### config.mk
export PLATFORM = sky130hd
export DESIGN_NAME = length_prefix_deframer
export DESIGN_NICKNAME = d
export VERILOG_FILES = /design/src/rtl/lpd_pkg.sv /design/src/rtl/lpd_parse.sv /design/src/rtl/lpd_out.sv /design/src/rtl/length_prefix_deframer.sv
export SDC_FILE = /design/constraint.sdc
export NUM_CORES = 1
export LEC_CHECK = 0
export BUFFER_PORTS_ARGS = -buffer_cell sky130_fd_sc_hd__buf_2
export CORE_ASPECT_RATIO = 0.6
export CORE_MARGIN = 4
export CORE_UTILIZATION = 50
export DETAILED_ROUTE_END_ITERATION = 12
export MAX_ROUTING_LAYER = met4
export PLACE_DENSITY_LB_ADDON = 0.25
export SETUP_SLACK_MARGIN = 0.2
export SYNTH_ARGS = -nofsm -noshare
export SYNTH_HDL_FRONTEND = slang
export SYNTH_SLANG_ARGS = --single-unit
### constraint.sdc
create_clock -name clock -period 6.8 [get_ports clock]
set_input_delay 0.68 -clock clock [delete_from_list [all_inputs] [get_ports clock]]
set_output_delay 0.68 -clock clock [all_outputs]
set_load 0.01 [all_outputs]
### src/rtl/lpd_pkg.sv
// Shared widths and the result item type of the length-prefix deframer.
`default_nettype none

package lpd_pkg;

   localparam int BYTE_W = 8;
   localparam int CSR_W  = 32;

   typedef struct packed {
      logic [BYTE_W-1:0] out_byte;
      logic              frame_last;
      logic              frame_empty;
      logic              too_long;
   } rsp_type;

endpackage

`default_nettype wire

### src/rtl/lpd_parse.sv
// Header collection, payload counting and per-byte result decode.
`default_nettype none

module lpd_parse #(
   parameter int HEADER_BYTES = 8
) (
   input  logic                        clock,
   input  logic                        reset,
   input  logic                        accept,
   input  logic [lpd_pkg::BYTE_W-1:0]  in_byte,
   input  logic                        csr_write,
   input  logic [lpd_pkg::CSR_W-1:0]   csr_max_length,
   output logic                        res_emit,
   output lpd_pkg::rsp_type            res
);
   import lpd_pkg::*;

   localparam int LEN_W = BYTE_W * HEADER_BYTES;
   localparam int IDX_W = (HEADER_BYTES > 1) ? $clog2(HEADER_BYTES) : 1;
   localparam int CMP_W = (LEN_W > CSR_W) ? LEN_W : CSR_W;
   localparam logic [IDX_W-1:0] LAST_IDX = IDX_W'(HEADER_BYTES - 1);

   typedef enum logic [2:0] {
      ST_HEADER = 3'b001,
      ST_PASS   = 3'b010,
      ST_DROP   = 3'b100
   } state_type;

   state_type          state_ff, state_in;
   logic [IDX_W-1:0]   idx_ff, idx_in;
   logic [LEN_W-1:0]   header_ff, header_in;
   logic [LEN_W-1:0]   left_ff, left_in;
   logic [CSR_W-1:0]   max_length_ff, max_length_in;

   logic [LEN_W-1:0]   hdr_base;
   logic               last_byte;
   logic               hdr_done;
   logic               hdr_zero;
   logic               hdr_over;

   always_comb begin
      hdr_base  = (idx_ff == '0) ? '0 : header_ff;
      header_in = hdr_base;
      for (int k = 0; k < HEADER_BYTES; k++) begin
         if (idx_ff == IDX_W'(k)) begin
            header_in[BYTE_W*k +: BYTE_W] = hdr_base[BYTE_W*k +: BYTE_W] | in_byte;
         end
      end
   end

   assign last_byte = (left_ff <= LEN_W'(1));
   assign hdr_done  = (idx_ff >= LAST_IDX);
   assign hdr_zero  = (header_in == '0);
   assign hdr_over  = (CMP_W'(header_in) > CMP_W'(max_length_ff));

   always_comb begin
      state_in      = state_ff;
      idx_in        = idx_ff;
      left_in       = left_ff;
      max_length_in = csr_write ? csr_max_length : max_length_ff;
      res_emit      = 1'b0;
      res           = '0;
      if (accept) begin
         unique case (state_ff)
            ST_HEADER: begin
               if (!hdr_done) begin
                  idx_in = idx_ff + IDX_W'(1);
               end else begin
                  idx_in  = '0;
                  left_in = header_in;
                  if (hdr_zero) begin
                     res_emit        = 1'b1;
                     res.frame_last  = 1'b1;
                     res.frame_empty = 1'b1;
                  end else if (hdr_over) begin
                     state_in     = ST_DROP;
                     res_emit     = 1'b1;
                     res.frame_last = 1'b1;
                     res.too_long = 1'b1;
                  end else begin
                     state_in = ST_PASS;
                  end
               end
            end
            ST_PASS: begin
               res_emit       = 1'b1;
               res.out_byte   = in_byte;
               res.frame_last = last_byte;
               left_in        = last_byte ? '0 : left_ff - LEN_W'(1);
               if (last_byte) begin
                  state_in = ST_HEADER;
               end
            end
            ST_DROP: begin
               left_in = last_byte ? '0 : left_ff - LEN_W'(1);
               if (last_byte) begin
                  state_in = ST_HEADER;
               end
            end
            default: begin
               state_in = ST_HEADER;
               idx_in   = '0;
            end
         endcase
      end
   end

   always_ff @(posedge clock) begin
      if (reset) begin
         state_ff      <= ST_HEADER;
         idx_ff        <= '0;
         max_length_ff <= '1;
      end else begin
         state_ff      <= state_in;
         idx_ff        <= idx_in;
         max_length_ff <= max_length_in;
      end
   end

   always_ff @(posedge clock) begin
      header_ff <= accept ? header_in : header_ff;
      left_ff   <= left_in;
   end

endmodule

`default_nettype wire

### src/rtl/lpd_out.sv
// Result register with downstream backpressure.
`default_nettype none

module lpd_out (
   input  logic               clock,
   input  logic               reset,
   input  logic               load,
   input  lpd_pkg::rsp_type   load_data,
   output logic               pipe_ready,
   input  logic               rsp_ready,
   output logic               rsp_valid,
   output lpd_pkg::rsp_type   rsp_data
);
   import lpd_pkg::*;

   logic    valid_ff, valid_in;
   rsp_type data_ff, data_in;

   assign pipe_ready = !valid_ff || rsp_ready;
   assign valid_in   = pipe_ready ? load : valid_ff;
   assign data_in    = (pipe_ready && load) ? load_data : data_ff;

   always_ff @(posedge clock) begin
      if (reset) begin
         valid_ff <= 1'b0;
      end else begin
         valid_ff <= valid_in;
      end
   end

   always_ff @(posedge clock) begin
      data_ff <= data_in;
   end

   assign rsp_valid = valid_ff;
   assign rsp_data  = data_ff;

endmodule

`default_nettype wire

### src/rtl/length_prefix_deframer.sv
// Top level of the length-prefix deframer.
// A result item is registered and appears in the cycle after its input byte.
// Throughput: one byte per cycle; a held result stalls the input only while
// rsp_ready is low. Header bytes give no item but the last of an empty or
// too-long frame; dropped payload gives none. Reset (synchronous): back to
// header collection, no result pending, max_length set to all ones.
`default_nettype none

module length_prefix_deframer #(
   parameter int HEADER_BYTES = 8
) (
   input  logic                        clock,
   input  logic                        reset,
   input  logic                        req_valid,
   output logic                        req_ready,
   input  logic [lpd_pkg::BYTE_W-1:0]  req_in_byte,
   output logic                        rsp_valid,
   input  logic                        rsp_ready,
   output logic [lpd_pkg::BYTE_W-1:0]  rsp_out_byte,
   output logic                        rsp_frame_last,
   output logic                        rsp_frame_empty,
   output logic                        rsp_too_long,
   input  logic                        csr_valid,
   output logic                        csr_ready,
   input  logic [lpd_pkg::CSR_W-1:0]   csr_max_length
);
   import lpd_pkg::*;

   logic    accept;
   logic    res_emit;
   logic    pipe_ready;
   rsp_type res;
   rsp_type rsp_data;

   assign req_ready = pipe_ready;
   assign accept    = req_valid && pipe_ready;
   assign csr_ready = 1'b1;

   lpd_parse #(
      .HEADER_BYTES (HEADER_BYTES)
   ) u_parse (
      .clock          (clock),
      .reset          (reset),
      .accept         (accept),
      .in_byte        (req_in_byte),
      .csr_write      (csr_valid),
      .csr_max_length (csr_max_length),
      .res_emit       (res_emit),
      .res            (res)
   );

   lpd_out u_out (
      .clock      (clock),
      .reset      (reset),
      .load       (res_emit),
      .load_data  (res),
      .pipe_ready (pipe_ready),
      .rsp_ready  (rsp_ready),
      .rsp_valid  (rsp_valid),
      .rsp_data   (rsp_data)
   );

   assign rsp_out_byte    = rsp_data.out_byte;
   assign rsp_frame_last  = rsp_data.frame_last;
   assign rsp_frame_empty = rsp_data.frame_empty;
   assign rsp_too_long    = rsp_data.too_long;

endmodule

`default_nettype wire

## After elaboration in Yosys (flattened, before gate mapping)

Index checks and enable logic that the tools add are counted.

- Bits in latches: 0
- Memories kept: 0
- RAM bits: 0
- Output and inout bits: 14
- Flip-flop bits (word level): 178
- Word-level logic and storage cells: 82
- Input bits: 45
- ROM bits: 0

- Add/sub/neg operators: 2
- Reductions and logical operators: 14
- Shifts and indexed selects: 0
- Bitwise operators: 12
- Multiply operators: 0
- Equality and inequality tests: 13
- Magnitude comparators: 3
- Muxes and demuxes: 28
- Div/mod/pow operators: 0

Operator list:

| kind | number |
|---|---|
| $mux W64 | 3 |
| $pmux W64 S2 | 1 |
| $gt A64 B32 Y1 | 1 |
| $le A64 B1 Y1 const B | 1 |
| $logic_not A64 Y1 | 1 |
| $mux W8 | 8 |
| $or A8 B8 Y8 | 8 |
| $sub A64 B1 Y64 const B | 1 |
| $mux W3 | 6 |
| $eq A3 B3 Y1 const B | 5 |
| $pmux W3 S2 | 2 |
| $eq A3 B2 Y1 const B | 3 |
| $eq A3 B1 Y1 const B | 2 |
| $mux W1 | 6 |
| $reduce_and A3 Y1 | 2 |
| $ne A2 B1 Y1 const B | 2 |
| $not A1 Y1 | 4 |
| $pmux W1 S2 | 2 |
| $reduce_and A2 Y1 | 2 |
| $reduce_and A4 Y1 | 1 |
| $reduce_or A4 Y1 | 1 |
| $add A3 B1 Y3 const B | 1 |
| $ge A3 B3 Y1 const B | 1 |
| $logic_not A3 Y1 | 1 |
| 6 further kinds | 7 |

## Logic depth before layout (Yosys ltp)

Gate-level depths: netlist (run 1).

- Depth in word-level cells: 11
- Depth in mapped cells: 16
- Gate-level depth less buffers: 13

## Cells and area by module

Synthesis (run 1) repeated with hierarchy kept, for this count alone.

- Cell total of the unflattened synthesis: 938
- Area total of the unflattened synthesis: 9,644.2 um2

By module, submodules not included:

| module | cells each | sequential area each (um2) | times used | area an instance (um2) |
|---|---|---|---|---|
| lpd_parse | 919 | 4,604.4 | 1 | 9,241.4 |
| lpd_out | 16 | 350.3 | 1 | 385.4 |
| length_prefix_deframer | 3 | 0.0 | 1 | 17.5 |

## Worst setup path after synthesis (run 1)

OpenSTA, ideal clock, no wires.

- Path type: flip-flop to flip-flop
- From: reg u_parse.idx_ff[0]
- To: reg u_parse.left_ff[0], enable pin
- Buffers on the path: 1
- Required time: 6,293 ps
- Path slack: 1,693 ps
- Period minus slack after synthesis: 5,107 ps
- Arrival time: 4,599 ps
- Stages on the path, launching flop included: 7
- Library setup time: 507 ps
- Cells stage by stage: dfxtp_1 > ha_1 > ha_1 > clkbuf_1 > a31oi_1 > or4_1 > a21oi_1

- Cells in the longest elaborated chain, start to end: 3

Ends and longest elaborated chain:

| item | line | RTL |
|---|---|---|
| from (decl) | lpd_parse.sv:30 | `logic [IDX_W-1:0] idx_ff, idx_in;` |
| from (signal assigned) | lpd_parse.sv:115 | `idx_ff <= idx_in;` |
| $ge A3 B3 Y1 | lpd_parse.sv:52 | `assign hdr_done = (idx_ff >= LAST_IDX);` |
| $ne A2 B1 Y1 (no line) | n/a |  |
| $reduce_and A3 Y1 (no line) | n/a |  |
| to (signal assigned) | lpd_parse.sv:122 | `left_ff <= left_in;` |
| to (decl) | lpd_parse.sv:32 | `logic [LEN_W-1:0] left_ff, left_in;` |

Every way passes these cells.
A chain may end at the register's enable or synchronous reset.

## Final worst setup path (run 1)

- From: reg u_parse.idx_ff[0]
- To: reg u_out.data_ff (netlist bit u_out.rsp_data[4]), enable pin

- Cells in the longest elaborated chain, start to end: 11
- Elaborated cells on any way between the ends: 34
- Classes of those cells: 2 x order compare; 7 x eq/ne; 14 x mux; 8 x bitwise; 3 x reduce/logical

Ends and longest elaborated chain:

| item | line | RTL |
|---|---|---|
| $logic_not A3 Y1 (*) | lpd_parse.sv:42, lpd_parse.sv:45 |  |
| $mux W64 | lpd_parse.sv:42 | `hdr_base = (idx_ff == '0) ? '0 : header_ff;` |
| $or A8 B8 Y8 | lpd_parse.sv:46 | `header_in[BYTE_W*k +: BYTE_W] = hdr_base[BYTE_W*k +: BYTE_W] \| in_byte;` |
| $mux W8 (*) | lpd_parse.sv:45 | `if (idx_ff == IDX_W'(k)) begin` |
| named net u_parse.header_in[4] | lpd_parse.sv:31 | `logic [LEN_W-1:0] header_ff, header_in;` |
| $gt A64 B32 Y1 | lpd_parse.sv:54 | `assign hdr_over = (CMP_W'(header_in) > CMP_W'(max_length_ff));` |
| $mux W1 | lpd_parse.sv:75 | `end else if (hdr_over) begin` |
| $mux W1 (*) | lpd_parse.sv:71 | `if (hdr_zero) begin` |
| $mux W1 (*) | lpd_parse.sv:66 | `if (!hdr_done) begin` |
| $pmux W1 S2 (*) | lpd_parse.sv:64 | `unique case (state_ff)` |
| $mux W1 (*) | lpd_parse.sv:63 | `if (accept) begin` |
| $logic_and A1 B1 Y1 (*) | lpd_out.sv:21 | `assign data_in = (pipe_ready && load) ? load_data : data_ff;` |
| to (signal assigned) | lpd_out.sv:32 | `data_ff <= data_in;` |
| to (decl) | lpd_out.sv:17 | `rsp_type data_ff, data_in;` |

Mark *: on every way through the listed nets, which the timed path passes. The rest lies on a longest branch.

==> implementation parameters, run 1 <==
Parameter                              Value

Routing
  First-pass iteration count of the detailed router ... 6
  Routed length per instance ... 21.5 um
  Residual DRC ... 0
  Post-detailed-route via-to-cell ratio ... between 6 and 7
  Post-detailed-route count of antenna-violating nets ... 0
  1st-iter DRT viols ... 1117
  Vias after detailed routing ... 7547
  Final wirelength ... 26.3 mm

Yosys
  Share of the yosys chip area belonging to registers ... 0.516
  Synth cell types ... 59
  Synth Net Count ... 1019
  Post-synthesis register bit count ... 178
  Syn avg cell area ... between 10 and 15 um2
  EDFF count, synth ... 139
  Leading post-synthesis cells by cell area ... sky130_fd_sc_hd__edfxtp_1 (44%), sky130_fd_sc_hd__dfxtp_1 (8.1%), sky130_fd_sc_hd__ha_1 (5.2%)
  Most used flip-flop cell after synthesis ... sky130_fd_sc_hd__edfxtp_1
  Post-synthesis async set-or-reset flop share ... 0
  Post-Synthesis Cells ... 934
  Synthesized area ... 9590 um2
  YS warnings ... 0
  Share of the synthesized area in the top cell type ... 0.435
  Cell type contributing the most total cell area after synthesis ... sky130_fd_sc_hd__edfxtp_1

Worst setup path
  Startpoint type of the worst setup path ... flip-flop
  Worst-path maximum fanout ... 17
  WP data required ... slightly below 7 ns
  Kind of end point of the critical path ... flip-flop
  Critical Path Max Stage Delay ... 0.48 ns
  Cell with the biggest individual delay on the critical path ... sky130_fd_sc_hd__nor4_1
  Cell-by-cell trace of the critical path ... inv_1, ha_1, nor2b_1, buf_4, mux2i_1, inv_1, ha_1, nand4_1, nor4_1, a21oi_1, o31ai_1, nand3_1, o31ai_1, nand2_1
  Worst EP arrival ... 4.64 ns
  WS Path Type ... reg -> reg
  Cell type group with the largest total delay on the critical path ... simple AND/OR/NAND/NOR gates
  CP bufs+invs ... 3
  Slack of the worst reg-to-reg path ... 2.24 ns

Timing
  Final worst path period share ... 0.671
  Final worst hold slack ... 0.451 ns
  Accumulated negative setup slack ... 0 ns
  Max frequency ... 219 MHz
  # setup viols final ... 0
  Final critical-path required period ... 4.56 ns
  Least setup slack across all paths after layout ... 2.24 ns
  Number of max-slew violations in the final report ... 0
  Endpoints failing hold ... 0
  Worst-margin pin slew ... 1.06 ns
  Headroom to the max-slew limit ... 0.291
  Unrepaired setup endpoints after global routing ... no
  Post-Route Skew ... 0.0163 ns

Flow run
  Maximum capacitance violations ... 0

Status
  Result of the run ... finished, final reports clean

Die
  Chip height ... around 120 um
  # rows ... 38
  Top-level I/O count ... about 60
  Starting density of the core ... 0.520
  DIE WIDTH ... 187 um
  Core Footprint ... 18400 um2
  Area of the die ... ~22000 um2

Clock tree
  TritonCTS buffer count ... 17
  CTS Sinks ... 178
  H-tree depth ... 4
  CTS Root Buffer Type ... sky130_fd_sc_hd__clkbuf_16
  Hold-fix buffers, CTS ... 0
  Clock Tree Buf Depth ... 2
  Latest clock arrival within the worst-skew pair ... 0.44 ns
  Clock tree from TritonCTS ... built
  Post-CTS setup repair buffer count ... 0
  Clock transition time at the flip-flop clock pins of the worst setup and hold paths ... 0.08 ns
  # resized after CTS ... 0

Layout
  Post-layout util ... 0.578
  Area overhead of the layout relative to synthesis ... 11.2%
  Fillers ... approximately 1500
  Layout Cell Area excl Fill ... 10700 um2
  Footprint of the multi-input gates ... 4190 um2
  Final net count ... 1049
  Seq. cell area ... 4950 um2
  Layout cell share with drive strength beyond 1 ... 0.126
  Final instance count without filler cells ... 1220

Place
  Placed cell area ... 10100 um2
  Post-DP HPWL ... around 19 mm
  Cell count after placement ... 1185
  Placer's final routability congestion estimate ... 0.889
  Count of input and output buffers ... 57
  Post-place setup slack ... 2.37 ns

Global routing
  Final global-route overflow total ... 0
  Wire length of the first global-routing pass ... a little over 40 mm
  Number of global-route vias before repair ... 6873
  Total global routing track utilization ... 0.253
  Initial antenna violation count ... 1
  Maximum number of pins on one net before global-route repair ... between 60 and 70

Power
  Overall power of the completed layout ... 2.52 mW
  Power per standard cell area ... 237 nW/um2
  Highest ir drop seen on vdd ... 201 uV
  Leakage power of the design ... 4.29 nW

Min path
  Worst min path class ... in -> reg
## cell type report
class                      count  share of cell area
sequential                   178               0.465
multi-input combinational    630               0.392
clock buffer                  17              0.0399
timing repair buffer          67              0.0338
tap                          240              0.0282
inverter                      70              0.0246
clock inverter                15              0.0157
antenna                        3            0.000704
## worst paths after layout
check / start / end / cells after the start
max: u_parse.idx_ff[0]$_SDFFE_PP0P_ / u_out.rsp_data[4]$_SDFFCE_PN0P_ / 14
min: csr_max_length[2] / u_parse.max_length_ff[2]$_SDFFE_PP1P_ / 3
max reg2reg: u_parse.idx_ff[0]$_SDFFE_PP0P_ / u_out.rsp_data[4]$_SDFFCE_PN0P_ / 14
min reg2reg: u_parse.max_length_ff[20]$_SDFFE_PP1P_ / u_parse.max_length_ff[20]$_SDFFE_PP1P_ / 2
## flip-flops by register name, indices dropped and copies added, names as in the netlist
name                   flops
u_parse.state_ff           3
u_out.rsp_valid            1
u_parse.left_ff           64
u_parse.header_ff         64
u_parse.max_length_ff     32
u_out.rsp_data            11
u_parse.idx_ff             3
## Yosys cell counts, drive strengths merged (18+ instances only)
cell type	count
edfxtp	139
clkbuf	50
nor2	47
xnor2	31
dfxtp	39
inv	70
a22oi	18
o211ai	32
nand2	114
o31ai	26
a21oi	52
ha	40
nor4	27
xor2	29
o22ai	22
o21ai	22
## layer usage
layer,share of wire,track usage,up-vias
met5,0,-,-
met1,0.49,0.400,3551
li1,-,-,3510
met2,0.37,0.309,454
met4,0.011,0.0586,0
met3,0.13,0.0758,32
## cell families after synthesis
logic type	after synthesis	synth area share
muxes	4	0.00430
xor gates and xnor gates	60	0.0548
and+or+nand+nor	308	0.168
DFF	178	0.516
AOI/OAI and AO/OA	217	0.153
adders and majority gates	40	0.0522
other	1	0.000391
buffers and inverters	126	0.0506
## where the power goes
| part | switching [mW] | internal, mW | leakage (nW) |
|---|---|---|---|
| Combinational | 0.182 | 0.0924 | 2.33 |
| Sequential | 0.0166 | 1.22 | 1.68 |
| Clock | 0.483 | 0.523 | 0.284 |
| Total | 0.682 | 1.84 | 4.29 |
## worst register-to-register path, cell delays in order, from the launching register on
cell and delay, ns:
sky130_fd_sc_hd__dfxtp_1 0.37, sky130_fd_sc_hd__inv_1 0.11, sky130_fd_sc_hd__ha_1 0.45, sky130_fd_sc_hd__nor2b_1 0.19, sky130_fd_sc_hd__buf_4 0.23, sky130_fd_sc_hd__mux2i_1 0.40, sky130_fd_sc_hd__inv_1 0.10, sky130_fd_sc_hd__ha_1 0.29
sky130_fd_sc_hd__nand4_1 0.19, sky130_fd_sc_hd__nor4_1 0.48, sky130_fd_sc_hd__a21oi_1 0.14, sky130_fd_sc_hd__o31ai_1 0.11, sky130_fd_sc_hd__nand3_1 0.26, sky130_fd_sc_hd__o31ai_1 0.46, sky130_fd_sc_hd__nand2_1 0.41
## cell usage in the layout (no fill, tap or decap), types with 13 or more instances in the layout
master / instances
sky130_fd_sc_hd__a22o_1: 15
sky130_fd_sc_hd__or4_1: 13
sky130_fd_sc_hd__nand3_1: 15
sky130_fd_sc_hd__o31ai_1: 23
sky130_fd_sc_hd__xor2_1: 29
sky130_fd_sc_hd__nor2_1: 47
sky130_fd_sc_hd__edfxtp_1: 139
sky130_fd_sc_hd__dfxtp_1: 39
sky130_fd_sc_hd__nand2_1: 113
sky130_fd_sc_hd__o22ai_1: 22
sky130_fd_sc_hd__inv_1: 69
sky130_fd_sc_hd__o21ai_0: 22
sky130_fd_sc_hd__nand4_1: 13
sky130_fd_sc_hd__ha_1: 40
sky130_fd_sc_hd__o211ai_1: 32
sky130_fd_sc_hd__nor4_1: 25
sky130_fd_sc_hd__a22oi_1: 18
sky130_fd_sc_hd__buf_2: 57
sky130_fd_sc_hd__a21oi_1: 51
sky130_fd_sc_hd__clkbuf_16: 17
sky130_fd_sc_hd__xnor2_1: 31
No activity file was read; power rests on OpenSTA's default activity.
==> run 2: changes to the inputs <==
clock period = 4.1 ns   (was 6.8 ns; I/O delays follow)
==> run 2 against run 1 <==
- largest cell class unchanged
- final cell count grew 2.1%
- global-route usage up 0.83 points
- first-iteration DRC count down 14%
- setup slack lost 1.9 ns
- sequential power is 66% higher
- register-to-register slack worse by 1.9 ns
- non-clock buffer count is 29 higher
- critical path depth fell by 1
- combinational power up 82%
==> implementation parameters, run 2 (synthesis results as in run 1) <==
Parameter                              Value

Die
  # rows ... 38
  Top-level I/O count ... roughly 60
  Chip height ... 115 um
  DIE WIDTH ... 187 um
  Starting density of the core ... 0.520
  Core Footprint ... 18400 um2
  Area of the die ... 21500 um2

Routing
  Routed length per instance ... 21.7 um
  1st-iter DRT viols ... 962
  Post-detailed-route via-to-cell ratio ... 6.21
  Vias after detailed routing ... 7741
  Final wirelength ... 27.0 mm
  First-pass iteration count of the detailed router ... 6
  Post-detailed-route count of antenna-violating nets ... 0
  Residual DRC ... 0

Power
  Comb pwr share ... 0.120
  Power per standard cell area ... around 380 nW/um2
  Sequential share of power ... 0.493
  Overall power of the completed layout ... 4.18 mW
  Share of power burned in the clock network ... 0.387
  Leakage power of the design ... approximately 4.4 nW
  Highest ir drop seen on vdd ... 275 uV
  Psw ... 1.11 mW
  Fraction of power spent switching nets ... 0.265
  Cell internal power dissipation ... 3.07 mW

Timing
  Number of max-slew violations in the final report ... 0
  Final worst hold slack ... 0.180 ns
  Accumulated negative setup slack ... 0 ns
  Max frequency ... 268 MHz
  Unrepaired setup endpoints after global routing ... no
  Worst-margin pin slew ... 1.05 ns
  Endpoints failing hold ... 0
  # setup viols final ... 0
  Final worst path period share ... 0.910
  Final critical-path required period ... about 3.7 ns
  Post-Route Skew ... around 0.014 ns
  Headroom to the max-slew limit ... 0.299
  Least setup slack across all paths after layout ... 0.369 ns

Place
  Count of input and output buffers ... 57
  Placer's final routability congestion estimate ... 0.949
  Cell count after placement ... 1214
  Post-DP HPWL ... 19.5 mm
  Placed cell area ... 10300 um2
  Post-place setup slack ... 0.116 ns

Clock tree
  Latest clock arrival within the worst-skew pair ... 0.44 ns
  CTS Root Buffer Type ... sky130_fd_sc_hd__clkbuf_16
  TritonCTS buffer count ... 17
  Hold-fix buffers, CTS ... 0
  # resized after CTS ... 2
  H-tree depth ... 4
  CTS Sinks ... 178
  Post-CTS setup repair buffer count ... 0
  Clock transition time at the flip-flop clock pins of the worst setup and hold paths ... 0.07 ns
  Clock tree from TritonCTS ... built
  Clock Tree Buf Depth ... 2

Worst setup path
  Count of cell instances traversed by the critical path ... 13
  Kind of end point of the critical path ... flip-flop
  Cell with the biggest individual delay on the critical path ... sky130_fd_sc_hd__dfxtp_1
  Cell-by-cell trace of the critical path ... inv_1, ha_1, nand2b_1, buf_12, mux2_2, ha_1, nor2b_1, o211ai_1, a2111oi_0, o31ai_1, nand3_1, o31ai_4, nand2_2
  Startpoint type of the worst setup path ... flip-flop
  Critical Path Max Stage Delay ... between 0.4 and 0.5 ns
  Cell type group with the largest total delay on the critical path ... compound AO/OA/AOI/OAI gates
  CP bufs+invs ... 2
  Worst-path maximum fanout ... 31
  Worst EP arrival ... about 3.9 ns
  Dominant cell type by count on the critical path ... sky130_fd_sc_hd__ha_1
  WP data required ... 4.25 ns
  WS Path Type ... reg -> reg
  Register-to-Register Path Depth ... 13

Global routing
  Final global-route overflow total ... 0
  Total global routing track utilization ... 0.262
  Maximum number of pins on one net before global-route repair ... 64
  Wire length of the first global-routing pass ... between 40 and 50 mm
  Number of global-route vias before repair ... slightly above 7000
  Initial antenna violation count ... 0

Layout
  Commonest non-fill, non-tap cells in the layout ... sky130_fd_sc_hd__edfxtp_1 (139), sky130_fd_sc_hd__nand2_1 (112), sky130_fd_sc_hd__inv_1 (69)
  Layout Cell Area excl Fill ... 10900 um2
  Diodes inserted ... 0
  Area overhead of the layout relative to synthesis ... 13.6%
  Most common library cell in the layout ignoring fill and taps ... sky130_fd_sc_hd__edfxtp_1
  Top Registers ... u_parse.header_ff x64, u_parse.left_ff x64, u_parse.max_length_ff x32
  Post-layout util ... 0.590
  Final instance count without filler cells ... 1246
  Layout cell share with drive strength beyond 1 ... 0.155
  Final net count ... 1078

Flow run
  Maximum capacitance violations ... 0

Min path
  Worst min path class ... in -> reg
  Instance count along the most critical hold path ... 3

Status
  Result of the run ... finished, final reports clean
run 2: changes by cell type in the layout (fill, tap and decap cells not counted), moves of 2 or more:
| cell | change |
|---|---|
| sky130_fd_sc_hd__buf_4 | +28 |
| sky130_fd_sc_hd__clkinv_4 | +4 |
| sky130_fd_sc_hd__diode_2 | -3 |
| sky130_fd_sc_hd__inv_8 | -3 |
| sky130_fd_sc_hd__clkbuf_8 | +2 |
| sky130_fd_sc_hd__clkinv_8 | -2 |
run 2: path summary, 6_finish.rpt:
kind | from | to | slack, ns
max | u_parse.idx_ff[0]$_SDFFE_PP0P_ | u_out.rsp_data[3]$_SDFFCE_PN0P_ | 0.37
min | csr_max_length[29] | u_parse.max_length_ff[29]$_SDFFE_PP1P_ | 0.18
min reg2reg | u_parse.max_length_ff[27]$_SDFFE_PP1P_ | u_parse.max_length_ff[27]$_SDFFE_PP1P_ | 0.49
max reg2reg | u_parse.idx_ff[0]$_SDFFE_PP0P_ | u_out.rsp_data[3]$_SDFFCE_PN0P_ | 0.37
run 2: worst reg2reg max path, cell delays in order (launching register included):
cell and delay (ns):
sky130_fd_sc_hd__dfxtp_1 0.42, sky130_fd_sc_hd__inv_1 0.10, sky130_fd_sc_hd__ha_1 0.23, sky130_fd_sc_hd__nand2b_1 0.16, sky130_fd_sc_hd__buf_12 0.21, sky130_fd_sc_hd__mux2_2 0.39
sky130_fd_sc_hd__ha_1 0.29, sky130_fd_sc_hd__nor2b_1 0.13, sky130_fd_sc_hd__o211ai_1 0.31, sky130_fd_sc_hd__a2111oi_0 0.21, sky130_fd_sc_hd__o31ai_1 0.25, sky130_fd_sc_hd__nand3_1 0.24
sky130_fd_sc_hd__o31ai_4 0.29, sky130_fd_sc_hd__nand2_2 0.22
run 2: routing by layer:
layer | track usage | routed length, um
met1 | 0.410 | 13200
met3 | 0.100 | 3700
met2 | 0.311 | 9860
met5 | - | 0
met4 | 0.0497 | 274
run 2: power groups by stage:
| stage | registers [mW] | clock network (mW) | logic, mW |
|---|---|---|---|
| after floorplan | 2.09 | 0 | 0.298 |
| after detailed placement | 2.10 | 0 | 0.480 |
| after global routing | 2.07 | 1.70 | 0.548 |
| final | 2.06 | 1.62 | 0.500 |
| after CTS | 2.06 | 1.62 | 0.484 |
| after global placement | 2.10 | 0 | 0.470 |
run 2: final cells by class:
type                            count  area, um2
Fill cell                        1515       7550
Sequential cell                   178       4950
Multi-Input combinational cell    630       4210
Timing Repair Buffer               96        591
Clock buffer                       21        482
Tap cell                          240        300
Inverter                           70        263
Clock inverter                     11       92.6
==> run 3: changes to the inputs <==
CORE_MARGIN = 3   (was 4)
==> run 3 against run 2 <==
- combinational power is 0.8% higher
- hold slack gained 0.00070 ns
- clock skew down 0.0014 ns
- final cell count is 0.32% higher
- largest cell class unchanged
- first-iteration DRC count fell by 0.62%
- maximum frequency increased by 3.2%
- sequential cell count did not move
- register-to-register slack better by 0.12 ns
- critical path depth grew 2
- power up 3.7%
- clock-buffer cell count did not move
==> implementation parameters, run 3 (synthesis results as in run 1) <==
Parameter                              Value

Status
  Result of the run ... finished, final reports clean

Place
  Count of input and output buffers ... 57
  Cell count after placement ... around 1200
  Post-DP HPWL ... 19.2 mm
  Placer's final routability congestion estimate ... 0.927
  Post-place setup slack ... -0.0548 ns

Timing
  Final worst path period share ... 0.881
  Worst-margin pin slew ... 1.05 ns
  Unrepaired setup endpoints after global routing ... no
  Number of max-slew violations in the final report ... 0
  Least setup slack across all paths after layout ... 0.486 ns
  Headroom to the max-slew limit ... 0.301
  Post-Route Skew ... 0.0124 ns
  Final worst hold slack ... 0.181 ns
  Final critical-path required period ... about 3.6 ns
  # setup viols final ... 0
  Endpoints failing hold ... 0
  Max frequency ... about 280 MHz

Worst setup path
  WP data required ... 4.27 ns
  WS Path Type ... reg -> reg
  Worst EP arrival ... 3.78 ns
  Crit. Startpoint ... u_parse.idx_ff[0]$_SDFFE_PP0P_
  Cell-by-cell trace of the critical path ... inv_1, ha_1, buf_4, nor2b_1, buf_4, nand2_1, nand2_1, ha_1, a21oi_1, o21ai_0, a221o_1, o31ai_1, nand3_2, o31ai_4, nand2_4
  Kind of end point of the critical path ... flip-flop
  CP bufs+invs ... 3
  Startpoint of the worst register-to-register path ... u_parse.idx_ff[0]$_SDFFE_PP0P_
  Worst-path maximum fanout ... 13
  Startpoint type of the worst setup path ... flip-flop
  Cell with the biggest individual delay on the critical path ... sky130_fd_sc_hd__dfxtp_1
  Critical Path Max Stage Delay ... 0.43 ns
  Cell type group with the largest total delay on the critical path ... compound AO/OA/AOI/OAI gates

Clock tree
  Latest clock arrival within the worst-skew pair ... 0.44 ns
  TritonCTS buffer count ... 17
  CTS Sinks ... between 150 and 200
  Clock tree from TritonCTS ... built
  CTS Root Buffer Type ... sky130_fd_sc_hd__clkbuf_16
  Clock Tree Buf Depth ... 2
  Clock transition time at the flip-flop clock pins of the worst setup and hold paths ... approximately 0.07 ns
  H-tree depth ... 4

Die
  # rows ... 38
  Chip height ... 113 um
  Starting density of the core ... 0.520
  Area of the die ... 20900 um2
  Top-level I/O count ... 59
  DIE WIDTH ... 185 um
  Core Footprint ... roughly 18000 um2

Routing
  Post-detailed-route via-to-cell ratio ... 6.07
  Final wirelength ... 26.7 mm
  Vias after detailed routing ... 7592
  Routed length per instance ... 21.4 um
  First-pass iteration count of the detailed router ... 5
  Post-detailed-route count of antenna-violating nets ... 0
  1st-iter DRT viols ... 956
  Residual DRC ... 0

Power
  Highest ir drop seen on vdd ... 334 uV
  Leakage power of the design ... 4.49 nW
  Power per standard cell area ... 394 nW/um2
  Overall power of the completed layout ... ~4.3 mW

Layout
  Most common library cell in the layout ignoring fill and taps ... sky130_fd_sc_hd__edfxtp_1
  Area overhead of the layout relative to synthesis ... 14.6%
  Top Registers ... u_parse.header_ff x64, u_parse.left_ff x64, u_parse.max_length_ff x32
  Seq. cell area ... 4950 um2
  Fillers ... 1542
  Diodes inserted ... 0
  Commonest non-fill, non-tap cells in the layout ... sky130_fd_sc_hd__edfxtp_1 (139), sky130_fd_sc_hd__nand2_1 (112), sky130_fd_sc_hd__inv_1 (69)
  Final instance count without filler cells ... roughly 1300
  Layout cell share with drive strength beyond 1 ... 0.156
  Footprint of the multi-input gates ... around 4200 um2
  Final net count ... 1082

Global routing
  Wire length of the first global-routing pass ... 41.1 mm
  Total global routing track utilization ... 0.267
  Maximum number of pins on one net before global-route repair ... 65
  Number of global-route vias before repair ... 7039
  Final global-route overflow total ... 0
  Initial antenna violation count ... 0

Flow run
  Maximum capacitance violations ... 0

Min path
  Worst hold start ... csr_max_length[25]
  Worst min path class ... in -> reg
## run 3: stage by stage
stage                      util  setup TNS, ns  area [um2]
final                     0.596              0       11000
after global routing      0.596              0       11000
after global placement    0.560              0       10300
after floorplan               -              0        9600
after detailed placement  0.560         -0.601       10300
after CTS                 0.595              0       11000
## run 3: repair_timing
| action | CTS | global route |
|---|---|---|
| endpoints found under the setup margin | 11 | 12 |
| buffers inserted | 0 | 0 |
| gates resized for setup | 3 | 4 |
| hold buffers | 0 | 0 |
## run 3: layout make-up
| cell class | count | area share |
|---|---|---|
| clock inverters | 11 | 0.0146 |
| inverters | 70 | 0.0239 |
| multi-input cells | 630 | 0.384 |
| well taps | 240 | 0.0273 |
| repair buffers | 100 | 0.0576 |
| clock buffers | 21 | 0.0419 |
| flip-flops and latches | 178 | 0.451 |
## run 3: routing by layer
layer	GRT usage	up-vias	share of wire
met3	0.112	17	0.13
met5	-	-	0
met1	0.419	3629	0.49
met4	0.0455	0	0.0070
li1	-	3563	-
met2	0.315	383	0.37
## run 3: power by group
group	leakage (nW)	total, mW	switching, mW	internal (mW)
Combinational	2.50	0.504	0.321	0.183
Clock	0.306	1.77	0.718	1.05
Sequential	1.68	2.06	0.0270	2.03
## run 3: path summary, 6_finish.rpt
check	endpoint	slack, ns	depth (start not counted)
worst max-delay path	u_out.rsp_data[6]$_SDFFCE_PN0P_	0.49	15
worst min-delay path	u_parse.max_length_ff[25]$_SDFFE_PP1P_	0.18	3
worst max register to register	u_out.rsp_data[6]$_SDFFCE_PN0P_	0.49	15
worst min register to register	u_parse.max_length_ff[16]$_SDFFE_PP1P_	0.49	2
## run 3: tightest hold or removal path, delay by kind of cell
family / cells / cell delay, ns
buf+inv: 1 / 0.07
compound gates: 1 / 0.06
simple gates: 1 / 0.04
